==> src/hw/rtl/mss_pkg.sv <==
// ============================================================================
// mss_pkg
// Shared types and constants for the multi-slot soft timer.
// ============================================================================
package mss_pkg;

    localparam int REQ_W    = 2;
    localparam int TICK_W   = 16;
    localparam int USEC_W   = 32;
    localparam int UTAG_W   = 16;
    localparam int SID_W    = 6;
    localparam int KIND_W   = 2;
    localparam int IDX_W    = 5;
    localparam int ERR_W    = 3;
    localparam int RES_W    = 20;
    localparam int PER_W    = 32;
    localparam int DIVD_W   = USEC_W + 4;
    localparam int DCNT_W   = $clog2(DIVD_W + 1);

    localparam logic [RES_W-1:0] RES_RESET = 20'd10000;

    localparam int NUM_SLOTS_DEF = 32;
    localparam int TAG_WIDTH_DEF = 16;

    typedef enum logic [REQ_W-1:0] {
        REQ_TICK  = 2'd0,
        REQ_START = 2'd1,
        REQ_CLOSE = 2'd2
    } req_t;

    typedef enum logic [KIND_W-1:0] {
        KIND_START = 2'd0,
        KIND_CLOSE = 2'd1,
        KIND_FIRE  = 2'd2,
        KIND_ERR   = 2'd3
    } kind_t;

    typedef enum logic [ERR_W-1:0] {
        ERR_NONE    = 3'd0,
        ERR_ZERO    = 3'd1,
        ERR_NOFREE  = 3'd2,
        ERR_BELOW   = 3'd3,
        ERR_INVALID = 3'd4
    } err_t;

    typedef enum logic [1:0] {
        OSEL_START = 2'd0,
        OSEL_CLOSE = 2'd1,
        OSEL_ERR   = 2'd2,
        OSEL_FIRE  = 2'd3
    } osel_t;

    typedef enum logic [2:0] {
        S_IDLE,
        S_DECODE,
        S_SCAN,
        S_FULL,
        S_DIVWAIT,
        S_TICK_RD,
        S_TICK_EV,
        S_TICK_END
    } state_t;

    typedef struct packed {
        logic  in_load;
        logic  idx_clr;
        logic  idx_inc;
        logic  mem_rd;
        logic  tick_wr;
        logic  slot_start;
        logic  slot_close;
        logic  pend_load;
        logic  pend_clr;
        logic  out_load;
        osel_t osel;
        err_t  err;
        logic  last;
    } mss_cmd_t;

    typedef struct packed {
        logic [REQ_W-1:0] req;
        logic             usec_zero;
        logic             sid_ok;
        logic             cur_used;
        logic             idx_last;
        logic             fire;
        logic             out_free;
        logic             pend_valid;
        logic             quot_zero;
    } mss_sts_t;

endpackage

==> src/hw/rtl/mss_div.sv <==
// ============================================================================
// mss_div
// Restoring divider, one quotient bit per cycle; done holds until next start.
// ============================================================================
module mss_div (
    input  logic                         clk,
    input  logic                         rst_n,
    input  logic                         start,
    input  logic [mss_pkg::DIVD_W-1:0]   dividend,
    input  logic [mss_pkg::RES_W-1:0]    divisor,
    output logic                         done,
    output logic [mss_pkg::DIVD_W-1:0]   quotient
);
    import mss_pkg::*;

    logic              busy_reg, busy_next;
    logic              done_reg, done_next;
    logic [DCNT_W-1:0] cnt_reg, cnt_next;
    logic [RES_W-1:0]  rem_reg;
    logic [DIVD_W-1:0] quo_reg;
    logic [RES_W-1:0]  dvs_reg;
    logic [RES_W:0]    trial;
    logic              ge;
    logic [RES_W:0]    diff;

    assign trial = {rem_reg, quo_reg[DIVD_W-1]};
    assign ge    = trial >= {1'b0, dvs_reg};
    assign diff  = trial - {1'b0, dvs_reg};

    always_comb
    begin
        busy_next = busy_reg;
        done_next = done_reg;
        cnt_next  = cnt_reg;
        if (start)
        begin
            busy_next = 1'b1;
            done_next = 1'b0;
            cnt_next  = DCNT_W'(DIVD_W);
        end
        else if (busy_reg)
        begin
            cnt_next = cnt_reg - 1'b1;
            if (cnt_reg == DCNT_W'(1))
            begin
                busy_next = 1'b0;
                done_next = 1'b1;
            end
        end
    end

    always_ff @(posedge clk or negedge rst_n)
    begin
        if (!rst_n)
        begin
            busy_reg <= 1'b0;
            done_reg <= 1'b0;
            cnt_reg  <= '0;
        end
        else
        begin
            busy_reg <= busy_next;
            done_reg <= done_next;
            cnt_reg  <= cnt_next;
        end
    end

    always_ff @(posedge clk)
    begin
        if (start)
        begin
            quo_reg <= dividend;
            rem_reg <= '0;
            dvs_reg <= divisor;
        end
        else if (busy_reg)
        begin
            quo_reg <= {quo_reg[DIVD_W-2:0], ge};
            rem_reg <= ge ? diff[RES_W-1:0] : trial[RES_W-1:0];
        end
    end

    assign done     = done_reg;
    assign quotient = quo_reg;

endmodule

==> src/hw/rtl/mss_dpath.sv <==
// ============================================================================
// mss_dpath
// Slot tables, used bits, slot counter, pending fire and output register.
// ============================================================================
module mss_dpath #(
    parameter int NUM_SLOTS = mss_pkg::NUM_SLOTS_DEF,
    parameter int TAG_WIDTH = mss_pkg::TAG_WIDTH_DEF
) (
    input  logic                        clk,
    input  logic                        rst_n,
    input  logic                        cfg_wr_en,
    input  logic [mss_pkg::RES_W-1:0]   cfg_wr_data,
    input  logic [mss_pkg::REQ_W-1:0]   req_type,
    input  logic [mss_pkg::TICK_W-1:0]  tick_count,
    input  logic [mss_pkg::USEC_W-1:0]  period_usec,
    input  logic [mss_pkg::UTAG_W-1:0]  user_tag,
    input  logic [mss_pkg::SID_W-1:0]   slot_id,
    input  mss_pkg::mss_cmd_t           cmd,
    output mss_pkg::mss_sts_t           sts,
    output logic [mss_pkg::DIVD_W-1:0]  div_dividend,
    output logic [mss_pkg::RES_W-1:0]   div_divisor,
    input  logic [mss_pkg::DIVD_W-1:0]  div_quotient,
    output logic                        out_valid,
    input  logic                        out_ready,
    output logic [mss_pkg::KIND_W-1:0]  resp_kind,
    output logic [mss_pkg::IDX_W-1:0]   slot_index,
    output logic [mss_pkg::UTAG_W-1:0]  fired_tag,
    output logic [mss_pkg::ERR_W-1:0]   error_code,
    output logic                        last
);
    import mss_pkg::*;

    localparam int SLOT_W = (NUM_SLOTS > 1) ? $clog2(NUM_SLOTS) : 1;

    logic [RES_W-1:0]     res_reg;
    logic [REQ_W-1:0]     req_reg;
    logic [TICK_W-1:0]    tick_reg;
    logic [USEC_W-1:0]    usec_reg;
    logic [TAG_WIDTH-1:0] utag_reg;
    logic [SID_W-1:0]     sid_reg;

    logic [SLOT_W-1:0]    idx_reg, idx_next;
    logic [NUM_SLOTS-1:0] used_reg, used_next;

    logic [TAG_WIDTH-1:0] tag_mem [0:NUM_SLOTS-1];
    logic [PER_W-1:0]     per_mem [0:NUM_SLOTS-1];
    logic [PER_W-1:0]     ela_mem [0:NUM_SLOTS-1];
    logic [TAG_WIDTH-1:0] rd_tag_reg;
    logic [PER_W-1:0]     rd_per_reg;
    logic [PER_W-1:0]     rd_ela_reg;

    logic                 pend_valid_reg, pend_valid_next;
    logic [SLOT_W-1:0]    pend_idx_reg;
    logic [TAG_WIDTH-1:0] pend_tag_reg;

    logic                 out_valid_reg, out_valid_next;
    logic [KIND_W-1:0]    out_kind_reg;
    logic [IDX_W-1:0]     out_idx_reg;
    logic [UTAG_W-1:0]    out_tag_reg;
    logic [ERR_W-1:0]     out_err_reg;
    logic                 out_last_reg;

    logic [PER_W:0]       ela_sum;
    logic [PER_W-1:0]     ela_sat;
    logic                 fire;
    logic [PER_W-1:0]     per_sat;
    logic [SLOT_W-1:0]    sid_idx;
    logic                 sid_in_range;
    logic                 out_free;

    // config register
    always_ff @(posedge clk or negedge rst_n)
    begin
        if (!rst_n)
            res_reg <= RES_RESET;
        else if (cfg_wr_en)
            res_reg <= cfg_wr_data;
    end

    assign div_divisor  = (res_reg == '0) ? RES_W'(1) : res_reg;
    assign div_dividend = DIVD_W'({usec_reg, 3'b000}) + DIVD_W'({usec_reg, 1'b0});
    assign per_sat      = (|div_quotient[DIVD_W-1:PER_W]) ? '1 : div_quotient[PER_W-1:0];

    // request latch
    always_ff @(posedge clk)
    begin
        if (cmd.in_load)
        begin
            req_reg  <= req_type;
            tick_reg <= tick_count;
            usec_reg <= period_usec;
            utag_reg <= TAG_WIDTH'(user_tag);
            sid_reg  <= slot_id;
        end
    end

    assign sid_idx      = sid_reg[SLOT_W-1:0];
    assign sid_in_range = {1'b0, sid_reg} < (SID_W+1)'(NUM_SLOTS);

    // tick evaluation on the registered read data
    assign ela_sum = {1'b0, rd_ela_reg} + {{(PER_W+1-TICK_W){1'b0}}, tick_reg};
    assign ela_sat = ela_sum[PER_W] ? '1 : ela_sum[PER_W-1:0];
    assign fire    = ela_sat >= rd_per_reg;

    assign out_free = !out_valid_reg || out_ready;

    always_comb
    begin
        idx_next = idx_reg;
        if (cmd.idx_clr)
            idx_next = '0;
        else if (cmd.idx_inc)
            idx_next = idx_reg + 1'b1;
    end

    always_comb
    begin
        used_next = used_reg;
        if (cmd.slot_start)
            used_next[idx_reg] = 1'b1;
        if (cmd.slot_close)
            used_next[sid_idx] = 1'b0;
    end

    always_comb
    begin
        pend_valid_next = pend_valid_reg;
        if (cmd.pend_clr)
            pend_valid_next = 1'b0;
        else if (cmd.pend_load)
            pend_valid_next = 1'b1;
    end

    always_comb
    begin
        out_valid_next = out_valid_reg;
        if (cmd.out_load)
            out_valid_next = 1'b1;
        else if (out_ready)
            out_valid_next = 1'b0;
    end

    always_ff @(posedge clk or negedge rst_n)
    begin
        if (!rst_n)
        begin
            idx_reg        <= '0;
            used_reg       <= '0;
            pend_valid_reg <= 1'b0;
            out_valid_reg  <= 1'b0;
        end
        else
        begin
            idx_reg        <= idx_next;
            used_reg       <= used_next;
            pend_valid_reg <= pend_valid_next;
            out_valid_reg  <= out_valid_next;
        end
    end

    // slot tables
    always_ff @(posedge clk)
    begin
        if (cmd.slot_start)
        begin
            tag_mem[idx_reg] <= utag_reg;
            per_mem[idx_reg] <= per_sat;
        end
        if (cmd.slot_start || cmd.tick_wr)
            ela_mem[idx_reg] <= cmd.slot_start ? '0 : (fire ? '0 : ela_sat);
        if (cmd.mem_rd)
        begin
            rd_tag_reg <= tag_mem[idx_reg];
            rd_per_reg <= per_mem[idx_reg];
            rd_ela_reg <= ela_mem[idx_reg];
        end
    end

    always_ff @(posedge clk)
    begin
        if (cmd.pend_load)
        begin
            pend_idx_reg <= idx_reg;
            pend_tag_reg <= rd_tag_reg;
        end
    end

    // output register
    always_ff @(posedge clk)
    begin
        if (cmd.out_load)
        begin
            case (cmd.osel)
                OSEL_START:
                begin
                    out_kind_reg <= KIND_START;
                    out_idx_reg  <= IDX_W'(idx_reg);
                    out_tag_reg  <= '0;
                    out_err_reg  <= ERR_NONE;
                    out_last_reg <= 1'b1;
                end
                OSEL_CLOSE:
                begin
                    out_kind_reg <= KIND_CLOSE;
                    out_idx_reg  <= IDX_W'(sid_idx);
                    out_tag_reg  <= '0;
                    out_err_reg  <= ERR_NONE;
                    out_last_reg <= 1'b1;
                end
                OSEL_FIRE:
                begin
                    out_kind_reg <= KIND_FIRE;
                    out_idx_reg  <= IDX_W'(pend_idx_reg);
                    out_tag_reg  <= UTAG_W'(pend_tag_reg);
                    out_err_reg  <= ERR_NONE;
                    out_last_reg <= cmd.last;
                end
                default:
                begin
                    out_kind_reg <= KIND_ERR;
                    out_idx_reg  <= '0;
                    out_tag_reg  <= '0;
                    out_err_reg  <= cmd.err;
                    out_last_reg <= 1'b1;
                end
            endcase
        end
    end

    assign out_valid  = out_valid_reg;
    assign resp_kind  = out_kind_reg;
    assign slot_index = out_idx_reg;
    assign fired_tag  = out_tag_reg;
    assign error_code = out_err_reg;
    assign last       = out_last_reg;

    assign sts.req        = req_reg;
    assign sts.usec_zero  = usec_reg == '0;
    assign sts.sid_ok     = sid_in_range && used_reg[sid_idx];
    assign sts.cur_used   = used_reg[idx_reg];
    assign sts.idx_last   = idx_reg == SLOT_W'(NUM_SLOTS - 1);
    assign sts.fire       = fire;
    assign sts.out_free   = out_free;
    assign sts.pend_valid = pend_valid_reg;
    assign sts.quot_zero  = div_quotient == '0;

    a_out_load_free: assert property (@(posedge clk) disable iff (!rst_n)
        cmd.out_load |-> (!out_valid_reg || out_ready))
        else $error("result overwritten before taken");

    a_pend_flushed: assert property (@(posedge clk) disable iff (!rst_n)
        (cmd.pend_load && pend_valid_reg) |-> (cmd.out_load && cmd.osel == OSEL_FIRE))
        else $error("pending fire dropped");

    a_start_free_slot: assert property (@(posedge clk) disable iff (!rst_n)
        cmd.slot_start |-> !used_reg[idx_reg])
        else $error("start on a used slot");

endmodule

==> src/hw/rtl/mss_ctrl.sv <==
// ============================================================================
// mss_ctrl
// Request sequencer: decode, free-slot scan, division wait, tick sweep.
// ============================================================================
module mss_ctrl (
    input  logic               clk,
    input  logic               rst_n,
    input  logic               in_valid,
    output logic               in_ready,
    input  mss_pkg::mss_sts_t  sts,
    input  logic               div_done,
    output logic               div_start,
    output mss_pkg::mss_cmd_t  cmd
);
    import mss_pkg::*;

    state_t state_reg, state_next;

    always_ff @(posedge clk or negedge rst_n)
    begin
        if (!rst_n)
            state_reg <= S_IDLE;
        else
            state_reg <= state_next;
    end

    always_comb
    begin
        state_next = state_reg;
        cmd        = '0;
        cmd.osel   = OSEL_ERR;
        cmd.err    = ERR_NONE;
        div_start  = 1'b0;
        in_ready   = 1'b0;
        case (state_reg)
            S_IDLE:
            begin
                in_ready = 1'b1;
                if (in_valid)
                begin
                    cmd.in_load = 1'b1;
                    state_next  = S_DECODE;
                end
            end
            S_DECODE:
            begin
                case (sts.req)
                    REQ_TICK:
                    begin
                        cmd.idx_clr  = 1'b1;
                        cmd.pend_clr = 1'b1;
                        state_next   = S_TICK_RD;
                    end
                    REQ_START:
                    begin
                        if (sts.usec_zero)
                        begin
                            if (sts.out_free)
                            begin
                                cmd.out_load = 1'b1;
                                cmd.osel     = OSEL_ERR;
                                cmd.err      = ERR_ZERO;
                                state_next   = S_IDLE;
                            end
                        end
                        else
                        begin
                            div_start   = 1'b1;
                            cmd.idx_clr = 1'b1;
                            state_next  = S_SCAN;
                        end
                    end
                    REQ_CLOSE:
                    begin
                        if (sts.out_free)
                        begin
                            cmd.out_load = 1'b1;
                            if (sts.sid_ok)
                            begin
                                cmd.slot_close = 1'b1;
                                cmd.osel       = OSEL_CLOSE;
                            end
                            else
                            begin
                                cmd.osel = OSEL_ERR;
                                cmd.err  = ERR_INVALID;
                            end
                            state_next = S_IDLE;
                        end
                    end
                    default:
                        state_next = S_IDLE;
                endcase
            end
            S_SCAN:
            begin
                if (!sts.cur_used)
                    state_next = S_DIVWAIT;
                else if (sts.idx_last)
                    state_next = S_FULL;
                else
                    cmd.idx_inc = 1'b1;
            end
            S_FULL:
            begin
                if (sts.out_free)
                begin
                    cmd.out_load = 1'b1;
                    cmd.osel     = OSEL_ERR;
                    cmd.err      = ERR_NOFREE;
                    state_next   = S_IDLE;
                end
            end
            S_DIVWAIT:
            begin
                if (div_done && sts.out_free)
                begin
                    cmd.out_load = 1'b1;
                    if (sts.quot_zero)
                    begin
                        cmd.osel = OSEL_ERR;
                        cmd.err  = ERR_BELOW;
                    end
                    else
                    begin
                        cmd.osel       = OSEL_START;
                        cmd.slot_start = 1'b1;
                    end
                    state_next = S_IDLE;
                end
            end
            S_TICK_RD:
            begin
                if (sts.cur_used)
                begin
                    cmd.mem_rd = 1'b1;
                    state_next = S_TICK_EV;
                end
                else if (sts.idx_last)
                    state_next = S_TICK_END;
                else
                    cmd.idx_inc = 1'b1;
            end
            S_TICK_EV:
            begin
                if (!(sts.fire && sts.pend_valid && !sts.out_free))
                begin
                    cmd.tick_wr = 1'b1;
                    if (sts.fire)
                    begin
                        cmd.pend_load = 1'b1;
                        if (sts.pend_valid)
                        begin
                            cmd.out_load = 1'b1;
                            cmd.osel     = OSEL_FIRE;
                            cmd.last     = 1'b0;
                        end
                    end
                    if (sts.idx_last)
                        state_next = S_TICK_END;
                    else
                    begin
                        cmd.idx_inc = 1'b1;
                        state_next  = S_TICK_RD;
                    end
                end
            end
            S_TICK_END:
            begin
                if (!sts.pend_valid)
                    state_next = S_IDLE;
                else if (sts.out_free)
                begin
                    cmd.out_load = 1'b1;
                    cmd.osel     = OSEL_FIRE;
                    cmd.last     = 1'b1;
                    cmd.pend_clr = 1'b1;
                    state_next   = S_IDLE;
                end
            end
            default:
                state_next = S_IDLE;
        endcase
    end

endmodule

==> src/hw/rtl/multi_slot_soft_timer.sv <==
// ============================================================================
// multi_slot_soft_timer
// Table of periodic timer slots advanced by tick requests.
//
//   channel  signals                                   beat
//   in       in_valid/in_ready                         one request
//   out      out_valid/out_ready                       one response
//   cfg      cfg_wr_en/cfg_wr_data                     base_resolution write
//
// One request at a time; input accepted only in the idle state, while the
// previous response may still sit in the output register.
// Tick: sequential slot sweep over single-port slot tables; each used slot
// is read (S_TICK_RD), then evaluated (S_TICK_EV); free slots are skipped.
// Start: the free-slot scan runs while the bit-serial divider works, and
// the response waits for the quotient, as does a below-resolution error;
// a full table is reported when the scan ends. Close requests and
// zero-period errors answer from decode. Output stalls hold the sequencer.
// Reset clears used bits and control; slot tables need no clearing.
// ============================================================================
module multi_slot_soft_timer #(
    parameter int NUM_SLOTS = mss_pkg::NUM_SLOTS_DEF,
    parameter int TAG_WIDTH = mss_pkg::TAG_WIDTH_DEF
) (
    input  logic                        clk,
    input  logic                        rst_n,
    input  logic                        cfg_wr_en,
    input  logic [mss_pkg::RES_W-1:0]   cfg_wr_data,
    input  logic                        in_valid,
    output logic                        in_ready,
    input  logic [mss_pkg::REQ_W-1:0]   req_type,
    input  logic [mss_pkg::TICK_W-1:0]  tick_count,
    input  logic [mss_pkg::USEC_W-1:0]  period_usec,
    input  logic [mss_pkg::UTAG_W-1:0]  user_tag,
    input  logic [mss_pkg::SID_W-1:0]   slot_id,
    output logic                        out_valid,
    input  logic                        out_ready,
    output logic [mss_pkg::KIND_W-1:0]  resp_kind,
    output logic [mss_pkg::IDX_W-1:0]   slot_index,
    output logic [mss_pkg::UTAG_W-1:0]  fired_tag,
    output logic [mss_pkg::ERR_W-1:0]   error_code,
    output logic                        last
);
    import mss_pkg::*;

    mss_cmd_t          cmd;
    mss_sts_t          sts;
    logic              div_start;
    logic              div_done;
    logic [DIVD_W-1:0] div_dividend;
    logic [RES_W-1:0]  div_divisor;
    logic [DIVD_W-1:0] div_quotient;

    mss_ctrl u_ctrl (
        .clk       (clk),
        .rst_n     (rst_n),
        .in_valid  (in_valid),
        .in_ready  (in_ready),
        .sts       (sts),
        .div_done  (div_done),
        .div_start (div_start),
        .cmd       (cmd)
    );

    mss_div u_div (
        .clk      (clk),
        .rst_n    (rst_n),
        .start    (div_start),
        .dividend (div_dividend),
        .divisor  (div_divisor),
        .done     (div_done),
        .quotient (div_quotient)
    );

    mss_dpath #(
        .NUM_SLOTS (NUM_SLOTS),
        .TAG_WIDTH (TAG_WIDTH)
    ) u_dpath (
        .clk          (clk),
        .rst_n        (rst_n),
        .cfg_wr_en    (cfg_wr_en),
        .cfg_wr_data  (cfg_wr_data),
        .req_type     (req_type),
        .tick_count   (tick_count),
        .period_usec  (period_usec),
        .user_tag     (user_tag),
        .slot_id      (slot_id),
        .cmd          (cmd),
        .sts          (sts),
        .div_dividend (div_dividend),
        .div_divisor  (div_divisor),
        .div_quotient (div_quotient),
        .out_valid    (out_valid),
        .out_ready    (out_ready),
        .resp_kind    (resp_kind),
        .slot_index   (slot_index),
        .fired_tag    (fired_tag),
        .error_code   (error_code),
        .last         (last)
    );

endmodule
==> config.mk <==
export PLATFORM = sky130hd
export DESIGN_NAME = multi_slot_soft_timer
export DESIGN_NICKNAME = d
export VERILOG_FILES = /design/src/hw/rtl/mss_pkg.sv /design/src/hw/rtl/mss_div.sv /design/src/hw/rtl/mss_dpath.sv /design/src/hw/rtl/mss_ctrl.sv /design/src/hw/rtl/multi_slot_soft_timer.sv
export SDC_FILE = /design/constraint.sdc
export NUM_CORES = 2
export LEC_CHECK = 0
export ABC_AREA = 1
export BUFFER_PORTS_ARGS = -buffer_cell sky130_fd_sc_hd__buf_2
export CORE_ASPECT_RATIO = 1.5
export CORE_UTILIZATION = 40
export DETAILED_ROUTE_END_ITERATION = 10
export PLACE_DENSITY = 0.66
export SETUP_SLACK_MARGIN = 0.15
export SYNTH_ARGS = -nofsm -noshare
export SYNTH_HDL_FRONTEND = slang
export SYNTH_HIERARCHICAL = 1
export SYNTH_SLANG_ARGS = --single-unit
==> constraint.sdc <==
create_clock -name clk -period 9.16 [get_ports clk]
set_clock_uncertainty 0.15 [all_clocks]
set_input_delay 0.458 -clock clk [delete_from_list [all_inputs] [get_ports clk]]
set_output_delay 0.458 -clock clk [all_outputs]
set_load 0.02 [all_outputs]
==> results.txt <==
The run finished, with violations left. The worst register-to-register path begins at u_dpath/rd_ela_reg[0]. The floorplan has 244 rows.

Unique cell type count in the Yosys netlist: 54. The cell internal power dissipation was 25.2 mW. Highest achievable clock rate: 149 MHz. The post-route netlist has 8.38% of its cells at a drive strength greater than 1. Of all nets on the critical path, the largest fanout is 32. In this run the power spent charging and discharging nets is 12.9 mW.

In this run the static leakage power is 45.6 nW. The remaining max-slew budget at the tightest pin is 0.495%, and the count of buffer and inverter cells on the critical path is 2. The logs give 9,888 for the net count after synthesis and 0 ps for the post-route setup TNS. Hold-critical path depth: 2.

The run gives 6980 ps as the data arrival at the endpoint of the critical path. In the global route stage, met1 resource usage came out at 28.2%. The run gives 0.922 as the final weighted congestion of routability-driven global placement. The clock-pin slew reported for the worst setup and hold paths after clock tree synthesis is 70 ps, and the number of buffers on the longest clock path is 4. Compared with the post-synthesis result, the final layout area differs by 12.8%. The detail route stage leaves a number of antenna-violating nets equal to 0.

The first global-routing pass estimated 507,000 um of wire. Setup repair after global routing left no endpoint under its margin. The most repeated cell in the gate-level netlist after synthesis is sky130_fd_sc_hd__edfxtp_1.

Sequential cells burn 42.6% of the power. Counting buffers and inverters, the worst setup path is 26 cells deep. After detailed routing, the number of remaining DRC violations is 0. The tools report the combinational power share as 27.0%. The die covers 299,000 um2. Counting flops and latches in the post-synthesis netlist gives 2,906. Summing all multi-input logic gate instances after layout gives 28,400 um2. The routed layout has 79,700 vias.

The commonest cells after synthesis are sky130_fd_sc_hd__edfxtp_1, sky130_fd_sc_hd__nor2_1, sky130_fd_sc_hd__nand2_1. In this run the vertical extent of the chip is 669 um. The sum of routed wire length over all layers came out at 351,000 um.

The type of the tightest min-delay check is in2reg. At the later pin of the worst-skew pair, clock insertion delay measures 880 ps. The max-capacitance violation count came out at 1. In this design, the largest share of critical-path delay is due to simple AND/OR/NAND/NOR gates. By instance count, the cell type seen most on the critical path is sky130_fd_sc_hd__nand2_1. The post-route minimum period was 6710 ps.

The tools report the capturing element type of the critical path as a register. The synthesized netlist occupies a cell area of 119,000 um2. The final layout contains 10,000 nets. The worst register-to-register path ends at u_dpath/ela_mem[16][25]. The met3 usage came out at 3.35%. After global routing, the most crowded layer is met2. In this run the most critical hold path is launched from cfg_wr_en. Total power for the finished layout comes to 38.2 mW. The start-to-end type of the worst setup path was reg2reg. The H-tree was split into 5 levels. Yosys mapped a number of flops with a built-in enable equal to 2,816. sky130_fd_sc_hd__edfxtp_1 takes more of the synthesized area than any other cell.

Summed over all layers, the global routing overflow is 0. The tools report the worst-case register-to-register setup slack as 2450 ps. The share of the cycle needed by the critical path after routing is 73.3%, and the post-synthesis sequential area ratio is 73.0%. The final setup violation count was 0. For hold timing, the worst endpoint is u_dpath/res_reg[2]. On the worst path, the slowest cell contributes a delay of 1080 ps. In the final routed layout, each cell accounts on average for 25.1 um.

Yosys attributes the largest share of cell area to sky130_fd_sc_hd__edfxtp_1, sky130_fd_sc_hd__o21ai_0, sky130_fd_sc_hd__nor2_1, sky130_fd_sc_hd__nand2_1, sky130_fd_sc_hd__o22ai_1. 126 I/O pins were placed. Power spread over the standard cell area amounts to 285 nW/um2. In the final layout, the registers with the most flip-flops are u_dpath/ela_mem (1024), u_dpath/per_mem (1024), u_dpath/tag_mem (512).

Clock tree synthesis inserted a total of 277 buffers. The slowest stage of the critical path is the sky130_fd_sc_hd__nor2_4 cell. Clock tree synthesis found a total of 2,906 sinks. The number of fill cells in the layout was 26,000. After synthesis, the largest area contributor takes up 71.2% of total cell area. After technology mapping, the gate count stands at 9,675.

The switching part of the total power is 33.9%, and the effective utilization at floorplan is 40.3%. The count of buffers added on input and output ports is 125. The tools report the CTS root buffer as sky130_fd_sc_hd__clkbuf_16.

Buffers added to address setup during post-CTS repair amount to 0. The detail-routed via count per cell was 5.71; the number of antenna violations at the first check in global routing was 17. At the pin with the least slew margin, the transition time is 1490 ps.

Width of the die: 447 um. IR analysis of the VDD net gives a maximum drop of 0.443 mV. The tools report the fraction of power consumed by the clock network as 30.4%. For this run, the detailed router's first-pass iteration total came to 8. In the global route stage, met2 resource usage came out at 38.6%. The number of cells on the worst reg-to-reg path is 26. In this run the standard cell core region covers 295,000 um2.

The final number of hold-violating endpoints was 0. STA classifies the critical path startpoint as a register. The tools report the placed wire-length estimate after detailed placement as 197,000 um.

Summing all flip-flop and latch instances after layout gives 86,700 um2. During synthesis, Yosys emitted a total of 6 warnings. The final reports fail on capacitance limit.

The synthesized area per cell was 12.3 um2; the post-cts sizing count was 0. The pin count of the biggest net entering global routing was 220. The first routing iteration left 9,709 violations. The via count of the first global-routing pass is 78,000, and the proportion of register bits with asynchronous set or reset after synthesis is 2.41%. For the worst setup path, the data required time is 9420 ps.

Overall routing resource usage: 22.8%. TritonCTS built the clock tree. In the synthesized netlist the dominant register cell turns out to be sky130_fd_sc_hd__edfxtp_1.

For the final number of max-transition violations, the log shows 0.
## cells by family (layout without fill, tap and decap cells)
logic type | Yosys count | in the layout | share of synthesized area [%]
AND/OR/NAND/NOR | 3377 | 3377 | 11.5
flip-flops | 2906 | 2906 | 73.0
AO/OA/AOI/OAI | 2232 | 2232 | 10.4
buffers and inverters | 996 | 1330 | 3.50
adder cells (fa/ha/maj) | 116 | 116 | 1.24
XOR/XNOR | 39 | 39 | 0.288
multiplexers | 8 | 8 | 0.0758
other | 1 | 11 | 0.00316
## per-layer routing
metal	up-vias	routed length [um]
met2	4069	172000
met4	10	20200
met5	-	57
met3	891	29100
li1	35200	-
met1	39600	129000
## placed cells by master (no fill, tap or decap), types with 14 or more instances in the layout
master	n
sky130_fd_sc_hd__edfxtp_1	2816
sky130_fd_sc_hd__nor2_1	1525
sky130_fd_sc_hd__nand2_1	1361
sky130_fd_sc_hd__o21ai_0	1308
sky130_fd_sc_hd__o22ai_1	651
sky130_fd_sc_hd__inv_1	407
sky130_fd_sc_hd__clkbuf_16	286
sky130_fd_sc_hd__buf_4	161
sky130_fd_sc_hd__nand3_1	150
sky130_fd_sc_hd__nand4_1	129
sky130_fd_sc_hd__buf_2	124
sky130_fd_sc_hd__dlygate4sd3_1	122
sky130_fd_sc_hd__ha_1	113
sky130_fd_sc_hd__a21oi_1	102
sky130_fd_sc_hd__dfrtp_1	63
sky130_fd_sc_hd__clkbuf_1	52
sky130_fd_sc_hd__o21ai_1	51
sky130_fd_sc_hd__clkinv_1	44
sky130_fd_sc_hd__a22o_1	44
sky130_fd_sc_hd__clkinv_2	42
sky130_fd_sc_hd__nor2_4	42
sky130_fd_sc_hd__nor3_1	36
sky130_fd_sc_hd__nor3_2	34
sky130_fd_sc_hd__bufinv_16	32
sky130_fd_sc_hd__or2_1	28
sky130_fd_sc_hd__xor2_1	23
sky130_fd_sc_hd__dfxtp_1	20
sky130_fd_sc_hd__nand3_2	16
sky130_fd_sc_hd__nor4_1	16
sky130_fd_sc_hd__xnor2_1	16
sky130_fd_sc_hd__a2bb2oi_1	16
sky130_fd_sc_hd__a22oi_1	16
sky130_fd_sc_hd__a221oi_1	14
## metrics by stage
stage               setup WS (ps)  utilization [%]  hold WS (ps)  std cells  cell area [um2]
floorplan                    2670                -          12.4       9675           119000
global placement             2570             42.0           162      13300           124000
finish                       2450             45.4          81.1      14000           134000
CTS                          2480             45.4          1.73      13900           134000
detailed placement           2550             42.0           172      13300           124000
global route                 2190             45.4          92.3      13900           134000
## timing repair
item,CTS,global route
endpoints found under the hold margin,161,0
setup endpoints to repair,0,0
hold buffers,122,0
## worst max-delay path by stage
stage          slack (ps)                       to                  start
2_1_floorplan        2670   u_dpath/ela_mem[28][0]    u_dpath/tick_reg[0]
3_3_place_gp         2570   u_dpath/ela_mem[16][9]    u_dpath/tick_reg[0]
3_5_place_dp         2550  u_dpath/ela_mem[19][19]    u_dpath/tick_reg[0]
4_1_cts              2480  u_dpath/ela_mem[16][25]    u_dpath/tick_reg[0]
5_1_grt              2190  u_dpath/ela_mem[16][25]    u_dpath/tick_reg[0]
6_report             2450  u_dpath/ela_mem[16][25]  u_dpath/rd_ela_reg[0]
## cell type report
class | instances | share of cell area (%)
antenna | 10 | 0.0187
clock buffer | 343 | 5.54
clock inverter | 141 | 1.18
inverter | 428 | 1.22
multi-input combinational | 5773 | 21.2
sequential | 2906 | 64.7
tap | 3936 | 3.68
timing repair buffer | 418 | 2.44
## power groups by stage
stage	Clock [mW]	Sequential [mW]	Combinational, mW
floorplan	0	16.3	6.89
global placement	0	16.5	9.86
detailed placement	0	16.5	10.1
CTS	11.7	16.3	10.2
global route	12.2	16.3	11.2
finish	11.6	16.3	10.3
Note: power is estimated with default switching activity, not from simulation.
